`src/rtl/chq_pkg.sv`:
```
package chq_pkg;

  localparam int DOUBLE_ROUNDS = 10;
  localparam int HALF_ROUNDS   = 2 * DOUBLE_ROUNDS;
  localparam logic [4:0] LAST_HALF = 5'(HALF_ROUNDS - 1);

  localparam logic [31:0] SIGMA_0 = 32'h61707865;
  localparam logic [31:0] SIGMA_1 = 32'h3320646e;
  localparam logic [31:0] SIGMA_2 = 32'h79622d32;
  localparam logic [31:0] SIGMA_3 = 32'h6b206574;

  localparam logic [2:0] CFG_KEY_01   = 3'd0;
  localparam logic [2:0] CFG_KEY_23   = 3'd1;
  localparam logic [2:0] CFG_KEY_45   = 3'd2;
  localparam logic [2:0] CFG_KEY_67   = 3'd3;
  localparam logic [2:0] CFG_NONCE_01 = 3'd4;
  localparam logic [2:0] CFG_NONCE_2  = 3'd5;

  // quarter-round sub-steps
  localparam logic [1:0] SUB_AB16 = 2'd0;
  localparam logic [1:0] SUB_CD12 = 2'd1;
  localparam logic [1:0] SUB_AB8  = 2'd2;
  localparam logic [1:0] SUB_CD7  = 2'd3;

  typedef logic [15:0][31:0] word_vec_t;

  typedef enum logic [2:0] {
    S_IDLE  = 3'b001,
    S_ROUND = 3'b010,
    S_EMIT  = 3'b100
  } fsm_t;

  typedef struct packed {
    logic       load;
    logic       qr_en;
    logic [1:0] sub;
    logic       permute;
    logic       unpermute;
    logic       shift;
  } chq_ctl_t;

endpackage

```
`src/rtl/chq_qr_step.sv`:
```
module chq_qr_step import chq_pkg::*; (
  input  logic [1:0]  sub,
  input  logic [31:0] x,
  input  logic [31:0] y,
  input  logic [31:0] z,
  output logic [31:0] x_new,
  output logic [31:0] z_new
);

  logic [31:0] mix;

  assign x_new = x + y;
  assign mix   = z ^ x_new;

  always_comb begin
    case (sub)
      SUB_AB16: z_new = {mix[15:0], mix[31:16]};
      SUB_CD12: z_new = {mix[19:0], mix[31:20]};
      SUB_AB8:  z_new = {mix[23:0], mix[31:24]};
      SUB_CD7:  z_new = {mix[24:0], mix[31:25]};
      default:  z_new = mix;
    endcase
  end

endmodule

```
`src/rtl/chq_state.sv`:
```
module chq_state import chq_pkg::*; (
  input  logic        clk,
  input  chq_ctl_t    ctl,
  input  word_vec_t   load_vec,
  output logic [31:0] head_word
);

  word_vec_t st_r;
  word_vec_t st_nxt;
  word_vec_t qr_vec;
  logic [3:0][31:0] x_in, y_in, z_in, x_out, z_out;

  // lanes always work on columns: diagonal rounds run on a row-rotated state
  for (genvar c = 0; c < 4; c++) begin : g_lane
    always_comb begin
      if (ctl.sub[0]) begin
        x_in[c] = st_r[8 + c];
        y_in[c] = st_r[12 + c];
        z_in[c] = st_r[4 + c];
      end else begin
        x_in[c] = st_r[c];
        y_in[c] = st_r[4 + c];
        z_in[c] = st_r[12 + c];
      end
    end

    chq_qr_step u_qr (
      .sub   (ctl.sub),
      .x     (x_in[c]),
      .y     (y_in[c]),
      .z     (z_in[c]),
      .x_new (x_out[c]),
      .z_new (z_out[c])
    );
  end

  always_comb begin
    qr_vec = st_r;
    for (int c = 0; c < 4; c++) begin
      if (ctl.sub[0]) begin
        qr_vec[8 + c] = x_out[c];
        qr_vec[4 + c] = z_out[c];
      end else begin
        qr_vec[c]      = x_out[c];
        qr_vec[12 + c] = z_out[c];
      end
    end
  end

  always_comb begin
    st_nxt = st_r;
    if (ctl.load) begin
      st_nxt = load_vec;
    end else if (ctl.qr_en) begin
      st_nxt = qr_vec;
      if (ctl.permute) begin
        for (int r = 0; r < 4; r++) begin
          for (int j = 0; j < 4; j++) begin
            st_nxt[r * 4 + j] = qr_vec[r * 4 + ((j + r) % 4)];
          end
        end
      end else if (ctl.unpermute) begin
        for (int r = 0; r < 4; r++) begin
          for (int j = 0; j < 4; j++) begin
            st_nxt[r * 4 + j] = qr_vec[r * 4 + ((j + 4 - r) % 4)];
          end
        end
      end
    end else if (ctl.shift) begin
      for (int i = 0; i < 15; i++) begin
        st_nxt[i] = st_r[i + 1];
      end
    end
  end

  always_ff @(posedge clk) begin
    st_r <= st_nxt;
  end

  assign head_word = st_r[0];

endmodule

```
`src/rtl/chacha20_keystream_block.sv`:
```
// chacha20 keystream block generator
// configuration: write cfg_wdata to register cfg_index with cfg_we. registers 0 to 3
// hold key words 0/1 .. 6/7, register 4 nonce words 0/1, register 5 nonce word 2
// (low half of cfg_wdata). higher indexes are ignored. write only while busy is low.
// input: a block counter is taken when start is high and busy is low.
// output: sixteen beats, one per cycle, marked by out_valid: keystream word,
// its index 0..15 and out_last_word on index 15.
// the state loads at the accepting edge, then the rounds follow (20 half rounds of
// four quarter-round sub-steps, four column lanes each with its own add/xor/rotate
// step), then the output words, each beat registered from the emit state.
// busy drops with the last word so start may be taken again right then.
// the final add of the initial state is done per word on the output path.
// reset returns the sequencer to idle and zeroes the counters, output strobe, key,
// nonce and counter copy registers; state words and output data are not reset.
// the receiver cannot stall: each beat is valid for exactly one cycle.
module chacha20_keystream_block import chq_pkg::*; (
  input  logic        clk,
  input  logic        rst_n,
  input  logic        start,
  output logic        busy,
  input  logic [31:0] in_block_counter,
  input  logic        cfg_we,
  input  logic [2:0]  cfg_index,
  input  logic [63:0] cfg_wdata,
  output logic        out_valid,
  output logic [31:0] out_keystream_word,
  output logic [3:0]  out_word_index,
  output logic        out_last_word
);

  fsm_t        state_r, state_nxt;
  logic [4:0]  half_r, half_nxt;
  logic [1:0]  sub_r, sub_nxt;
  logic [3:0]  emit_r, emit_nxt;
  logic [31:0] counter_copy_r;
  logic [63:0] key01_r, key23_r, key45_r, key67_r, nonce01_r;
  logic [31:0] nonce2_r;
  logic        out_valid_r;
  logic [31:0] out_word_r;
  logic [3:0]  out_index_r;
  logic        out_last_r;
  logic        accept;
  chq_ctl_t    ctl;
  word_vec_t   load_vec;
  word_vec_t   init_vec;
  logic [31:0] head_word;

  function automatic word_vec_t build_init(input logic [63:0] k01, input logic [63:0] k23,
                                           input logic [63:0] k45, input logic [63:0] k67,
                                           input logic [31:0] ctr, input logic [63:0] n01,
                                           input logic [31:0] n2);
    word_vec_t v;
    v[0]  = SIGMA_0;
    v[1]  = SIGMA_1;
    v[2]  = SIGMA_2;
    v[3]  = SIGMA_3;
    v[4]  = k01[31:0];
    v[5]  = k01[63:32];
    v[6]  = k23[31:0];
    v[7]  = k23[63:32];
    v[8]  = k45[31:0];
    v[9]  = k45[63:32];
    v[10] = k67[31:0];
    v[11] = k67[63:32];
    v[12] = ctr;
    v[13] = n01[31:0];
    v[14] = n01[63:32];
    v[15] = n2;
    return v;
  endfunction

  assign busy   = (state_r != S_IDLE);
  assign accept = start && !busy;

  assign load_vec = build_init(key01_r, key23_r, key45_r, key67_r, in_block_counter,
                               nonce01_r, nonce2_r);
  assign init_vec = build_init(key01_r, key23_r, key45_r, key67_r, counter_copy_r,
                               nonce01_r, nonce2_r);

  always_comb begin
    state_nxt = state_r;
    half_nxt  = half_r;
    sub_nxt   = sub_r;
    emit_nxt  = emit_r;
    ctl       = '0;
    ctl.sub   = sub_r;
    case (state_r)
      S_IDLE: begin
        if (accept) begin
          ctl.load  = 1'b1;
          state_nxt = S_ROUND;
          half_nxt  = '0;
          sub_nxt   = SUB_AB16;
        end
      end
      S_ROUND: begin
        ctl.qr_en = 1'b1;
        sub_nxt   = sub_r + 2'd1;
        if (sub_r == SUB_CD7) begin
          ctl.permute   = !half_r[0];
          ctl.unpermute = half_r[0];
          half_nxt      = half_r + 5'd1;
          if (half_r == LAST_HALF) begin
            half_nxt  = '0;
            emit_nxt  = '0;
            state_nxt = S_EMIT;
          end
        end
      end
      S_EMIT: begin
        ctl.shift = 1'b1;
        emit_nxt  = emit_r + 4'd1;
        if (emit_r == 4'hf) begin
          state_nxt = S_IDLE;
        end
      end
      default: begin
        state_nxt = S_IDLE;
      end
    endcase
  end

  chq_state u_state (
    .clk       (clk),
    .ctl       (ctl),
    .load_vec  (load_vec),
    .head_word (head_word)
  );

  always_ff @(posedge clk) begin
    if (!rst_n) begin
      state_r        <= S_IDLE;
      half_r         <= '0;
      sub_r          <= '0;
      emit_r         <= '0;
      counter_copy_r <= '0;
      key01_r        <= '0;
      key23_r        <= '0;
      key45_r        <= '0;
      key67_r        <= '0;
      nonce01_r      <= '0;
      nonce2_r       <= '0;
      out_valid_r    <= 1'b0;
    end else begin
      state_r     <= state_nxt;
      half_r      <= half_nxt;
      sub_r       <= sub_nxt;
      emit_r      <= emit_nxt;
      out_valid_r <= (state_r == S_EMIT);
      if (accept) begin
        counter_copy_r <= in_block_counter;
      end
      if (cfg_we) begin
        case (cfg_index)
          CFG_KEY_01:   key01_r   <= cfg_wdata;
          CFG_KEY_23:   key23_r   <= cfg_wdata;
          CFG_KEY_45:   key45_r   <= cfg_wdata;
          CFG_KEY_67:   key67_r   <= cfg_wdata;
          CFG_NONCE_01: nonce01_r <= cfg_wdata;
          CFG_NONCE_2:  nonce2_r  <= cfg_wdata[31:0];
          default: begin
          end
        endcase
      end
    end
  end

  always_ff @(posedge clk) begin
    if (state_r == S_EMIT) begin
      out_word_r  <= head_word + init_vec[emit_r];
      out_index_r <= emit_r;
      out_last_r  <= (emit_r == 4'hf);
    end
  end

  assign out_valid          = out_valid_r;
  assign out_keystream_word = out_word_r;
  assign out_word_index     = out_index_r;
  assign out_last_word      = out_last_r;

  a_state_onehot: assert property (@(posedge clk) disable iff (!rst_n)
    $onehot(state_r)) else $error("sequencer state not one-hot");

  a_accept_starts_rounds: assert property (@(posedge clk) disable iff (!rst_n)
    accept |=> (state_r == S_ROUND) && (half_r == 5'd0) && (sub_r == SUB_AB16))
    else $error("accepted block did not start rounds");

  a_emit_after_rounds: assert property (@(posedge clk) disable iff (!rst_n)
    $rose(state_r == S_EMIT) |-> $past(half_r) == LAST_HALF && $past(sub_r) == SUB_CD7)
    else $error("output began before all rounds finished");

  a_last_ends_block: assert property (@(posedge clk) disable iff (!rst_n)
    (state_r == S_EMIT) && (emit_r == 4'hf) |=> (state_r == S_IDLE) && out_valid_r)
    else $error("block did not end after word 15");

  a_out_from_emit: assert property (@(posedge clk) disable iff (!rst_n)
    out_valid_r |-> $past(state_r == S_EMIT))
    else $error("output beat outside emit phase");

endmodule
```
`config.mk`:
```
export PLATFORM = sky130hd
export DESIGN_NAME = chacha20_keystream_block
export DESIGN_NICKNAME = d
export VERILOG_FILES = /design/src/rtl/chq_pkg.sv /design/src/rtl/chq_qr_step.sv /design/src/rtl/chq_state.sv /design/src/rtl/chacha20_keystream_block.sv
export SDC_FILE = /design/constraint.sdc
export NUM_CORES = 2
export LEC_CHECK = 0
export BUFFER_PORTS_ARGS = -buffer_cell sky130_fd_sc_hd__clkbuf_2
export CORE_MARGIN = 4
export CORE_UTILIZATION = 40
export CTS_BUF_LIST = sky130_fd_sc_hd__clkbuf_4
export DETAILED_ROUTE_END_ITERATION = 8
export PLACE_DENSITY = 0.6
export SLEW_MARGIN = 20
export SYNTH_ARGS = -nofsm -noshare
export SYNTH_HDL_FRONTEND = slang
export SYNTH_SLANG_ARGS = --single-unit
```
`constraint.sdc`:
```
create_clock -name clk -period 13.19 [get_ports clk]
set_input_delay 2.638 -clock clk [delete_from_list [all_inputs] [get_ports clk]]
set_output_delay 2.638 -clock clk [all_outputs]
set_load 0.005 [all_outputs]
```
==> summary.md <==
| Metric | Value |
|---|---|
| Register area share after synthesis | `32.7%` |
| Synth-to-Final Area Change | `10.2%` |
| Asr flop ratio synth | `0%` |
| Leakage Power | `28.3 nW` |
| Syn Area/Cell | `8.59 µm²` |
| Largest fanout on the critical path | `114` |
| Final wirelength | `471 mm` |
| Tot GR Track Use | `49.0%` |
| Rows | `154` |
| Number of synthesized flops with an enable pin | `421` |
| Max Clock Skew | `0.143 ns` |
| Syn. warnings | `0` |
| Switching Fraction | `47.5%` |
| Period minus WS final | `8.57 ns` |
| CTS tree | `done` |
| Routability Congestion | `1.11` |
| Clock power share | `25.4%` |
| Pin count of the biggest net entering global routing | `148` |
| P_sw | `5.83 mW` |
| Initial drt markers | `14200` |
| Final nets | `8466` |
| Unrepaired setup endpoints after global routing | `no` |
| Cell variety after synth | `115` |
| Most numerous cell on the critical path | `a211oi_2` |
| Vias per cell | `7.07` |
| Postcts setup bufs | `0` |
| Via Count | `76400` |
| Clock transition at path regs | `0.07 ns` |
| # port buffers | `141` |
| Clock root buffer | `clkbuf_4` |
| Share of cells above drive strength 1 | `17.1%` |
| Register share of total power | `29.8%` |
| Main synth FF type | `dfxtp_1` |
| Max_cap viols | `0` |
| Power per Cell Area | `157 nW/µm²` |
| CP Class | `flop to flop` |
| Slowest stage delay, CP | `0.97 ns` |
| Slowest cell on crit path | `dfxtp_4` |
| H-tree Lvls | `5` |
| Run status | `complete, no violations` |
| Placeable Area | `176000 µm²` |
| Initial Utilization | `40.2%` |
| Relative slew slack | `9.73%` |
| Worst slew pin tran | `1.35 ns` |
| Max Fclk | `117 MHz` |
| Worst path buffer plus inverter count | `3` |
| Yosys reg bits | `948` |
| Final ANT Viol Nets | `0` |
| Final hold vios | `0` |
| Final Setup Violations | `0` |
| IR drop worst, VDD | `0.0947 mV` |
| Int Pwr | `6.45 mW` |
| Vias in the first global route | `69200` |
| Syn Std Cell Area | `70800 µm²` |
| DPL Wire Length | `359 mm` |
| CP required | `14.39 ns` |
| Fill cells | `17600` |
| TritonCTS Buffers | `299` |
| Max-slew violations | `0` |
| CP Cell Sequence | `buf_12, buf_4, nand2_1, nand2_1, ha_1, a211oi_2, o21ai_1, a211oi_2, buf_4, a211oi_2, a211oi_4, o21ai_1, xor2_1, a21boi_0, o31ai_1, o22ai_1, a211oi_1` |
| Die area | `184000 µm²` |
| Syn nets | `8525` |
| Die width | `429 µm` |
| Crit path launch type | `flop` |
| I/O pins | `142` |
| DRC | `0` |
| Worst hold-check path type | `flop to flop` |
| Sink Count | `948` |
| Global route total overflow | `0` |
| CTS Buffer Depth | `4` |
| Util after Layout | `44.3%` |
| Antenna violations before repair | `100` |
| Critical path arrival | `9.77 ns` |
| Post-CTS Hold Buffers | `0` |
| Setup tns final | `0 ns` |
| Worst-Skew Late Latency | `1.42 ns` |
| Final period util | `65.0%` |
| First-pass GRT wire length | `620 mm` |
| # resized after CTS | `0` |
| Top delay family on crit path | `compound AO/OA/AOI/OAI gates` |
| Routed length per instance | `43.6 µm` |
| Crit. End Element | `flop` |
| TritonRoute pass-1 iters | `7` |
| Vert. Die Dim | `429 µm` |
| Combinational share of power | `44.8%` |
| Overall power | `12.3 mW` |
| Gate Count Post-Synth | `8250` |
path summary, 6_finish.rpt:
kind | from | to | slack (ns) | depth (start not counted)
setup / recovery | sub_r[0] | u_state.st_r[393] | 4.62 | 17
hold / removal | flop | flop | 0.46 | 2
setup reg to reg | sub_r[0] | u_state.st_r[393] | 4.62 | 17
hold reg to reg | flop | flop | 0.46 | 2
worst register-to-register path, delay by kind of cell, from the launching register on:
family,cells,cell delay [ns]
fa+ha+maj,1,0.40
xor+xnor,1,0.93
simple gates,2,0.45
buf+inv,3,1.70
flops,1,0.97
compound gates,10,3.94
cell usage after synthesis, types with 19 or more instances:
master    instances  share of area [%]
inv_1           105               0.56
and3_1           40               0.35
a211oi_1         98                1.0
buf_1            73               0.39
nor2_1          458                2.4
a31o_2           19               0.23
o21ai_0         405                2.9
clkbuf_1        579                3.1
xor2_1           87                1.1
ha_1            167                2.9
nor3_1           87               0.61
a21boi_0        397                4.2
nand2b_1         35               0.31
mux2_2          227                3.6
o21a_1           59               0.63
a22oi_1         104                1.1
a211o_1          19               0.23
o211a_1          19               0.27
buf_2            41               0.29
mux2i_1         218                3.1
mux4_2          186                5.9
a22o_1           43               0.53
xnor3_1          30               0.95
nand2_1        1645                8.7
or2_2            23               0.20
a31oi_1         147                1.3
xnor2_1         205                2.5
a21oi_1         509                3.6
nand4_1          29               0.26
o31ai_1          27               0.29
a21o_1          137                1.5
o211ai_1         73               0.77
o221ai_1         72               0.89
o21bai_1         20               0.21
edfxtp_1        421                 18
o22ai_1         178                1.6
nor2b_1          45               0.40
a221oi_1        131                1.6
a222oi_1         39               0.55
nand3_1          80               0.57
or3_1            25               0.22
dfxtp_1         527                 15
and2_1           55               0.49
a221o_1          48               0.68
o22a_1           28               0.35
layout make-up:
type | instances | area, µm² | area share [%]
antenna | 58 | 145 | 0.186
inverter | 109 | 434 | 0.556
clock inverter | 45 | 239 | 0.306
tap | 2340 | 2930 | 3.75
sequential | 948 | 23200 | 29.7
timing repair buffer | 336 | 2400 | 3.07
multi-input combinational | 6497 | 45200 | 57.9
clock buffer | 466 | 3500 | 4.48
cells by family after synthesis:
kind of cell               Yosys count  share of synthesized area (%)
DFF                                948                           32.7
muxes                              631                           12.6
buffers and inverters              805                           4.36
xor gates and xnor gates           324                           4.62
AOI/OAI and AO/OA                 2783                           27.3
adders and majority gates          172                           3.09
and+or+nand+nor                   2587                           15.3
power groups by stage:
stage	registers (mW)	logic, mW	clock network [mW]
2_1_floorplan	3.58	2.52	0
3_3_place_gp	3.70	5.12	0
3_5_place_dp	3.70	5.13	0
4_1_cts	3.63	5.15	3.13
5_1_grt	3.66	5.42	3.30
6_report	3.66	5.50	3.12
metrics by stage:
stage,cell area [µm²],hold slack (ns),std cells,worst slack (ns)
2_1_floorplan,70800,0.406,8250,1.05
3_3_place_gp,74000,0.449,10200,5.33
3_5_place_dp,74100,0.453,10200,5.32
4_1_cts,77900,0.452,10700,5.25
5_1_grt,78000,0.475,10800,4.76
6_report,78100,0.462,10800,4.62
layout by cell type (no fill, tap or decap), drive strengths merged, types with 77 or more instances in the layout:
master | Yosys | routed
xor2 | 88 | 88
a21o | 137 | 137
ha | 167 | 167
clkbuf | 579 | 606
mux2 | 227 | 227
mux2i | 218 | 218
a221oi | 138 | 138
dfxtp | 527 | 527
a31oi | 149 | 149
nor3 | 89 | 89
inv | 108 | 111
nand3 | 81 | 81
a21boi | 403 | 403
nand2 | 1645 | 1645
nor2 | 458 | 458
o21ai | 421 | 421
a211oi | 105 | 105
buf | 117 | 196
o22ai | 178 | 178
a22oi | 105 | 105
o211ai | 77 | 77
mux4 | 186 | 186
a21oi | 512 | 512
edfxtp | 421 | 421
xnor2 | 205 | 205
per-layer routing:
layer	track usage, %	vias up	wire length (µm)
met1	62.4	37600	176000
met3	16.2	1390	61900
met4	36.5	44	44500
li1	-	30900	-
met2	68.4	6453	188000
met5	0	-	284
Note: power is estimated with default switching activity, not from simulation.
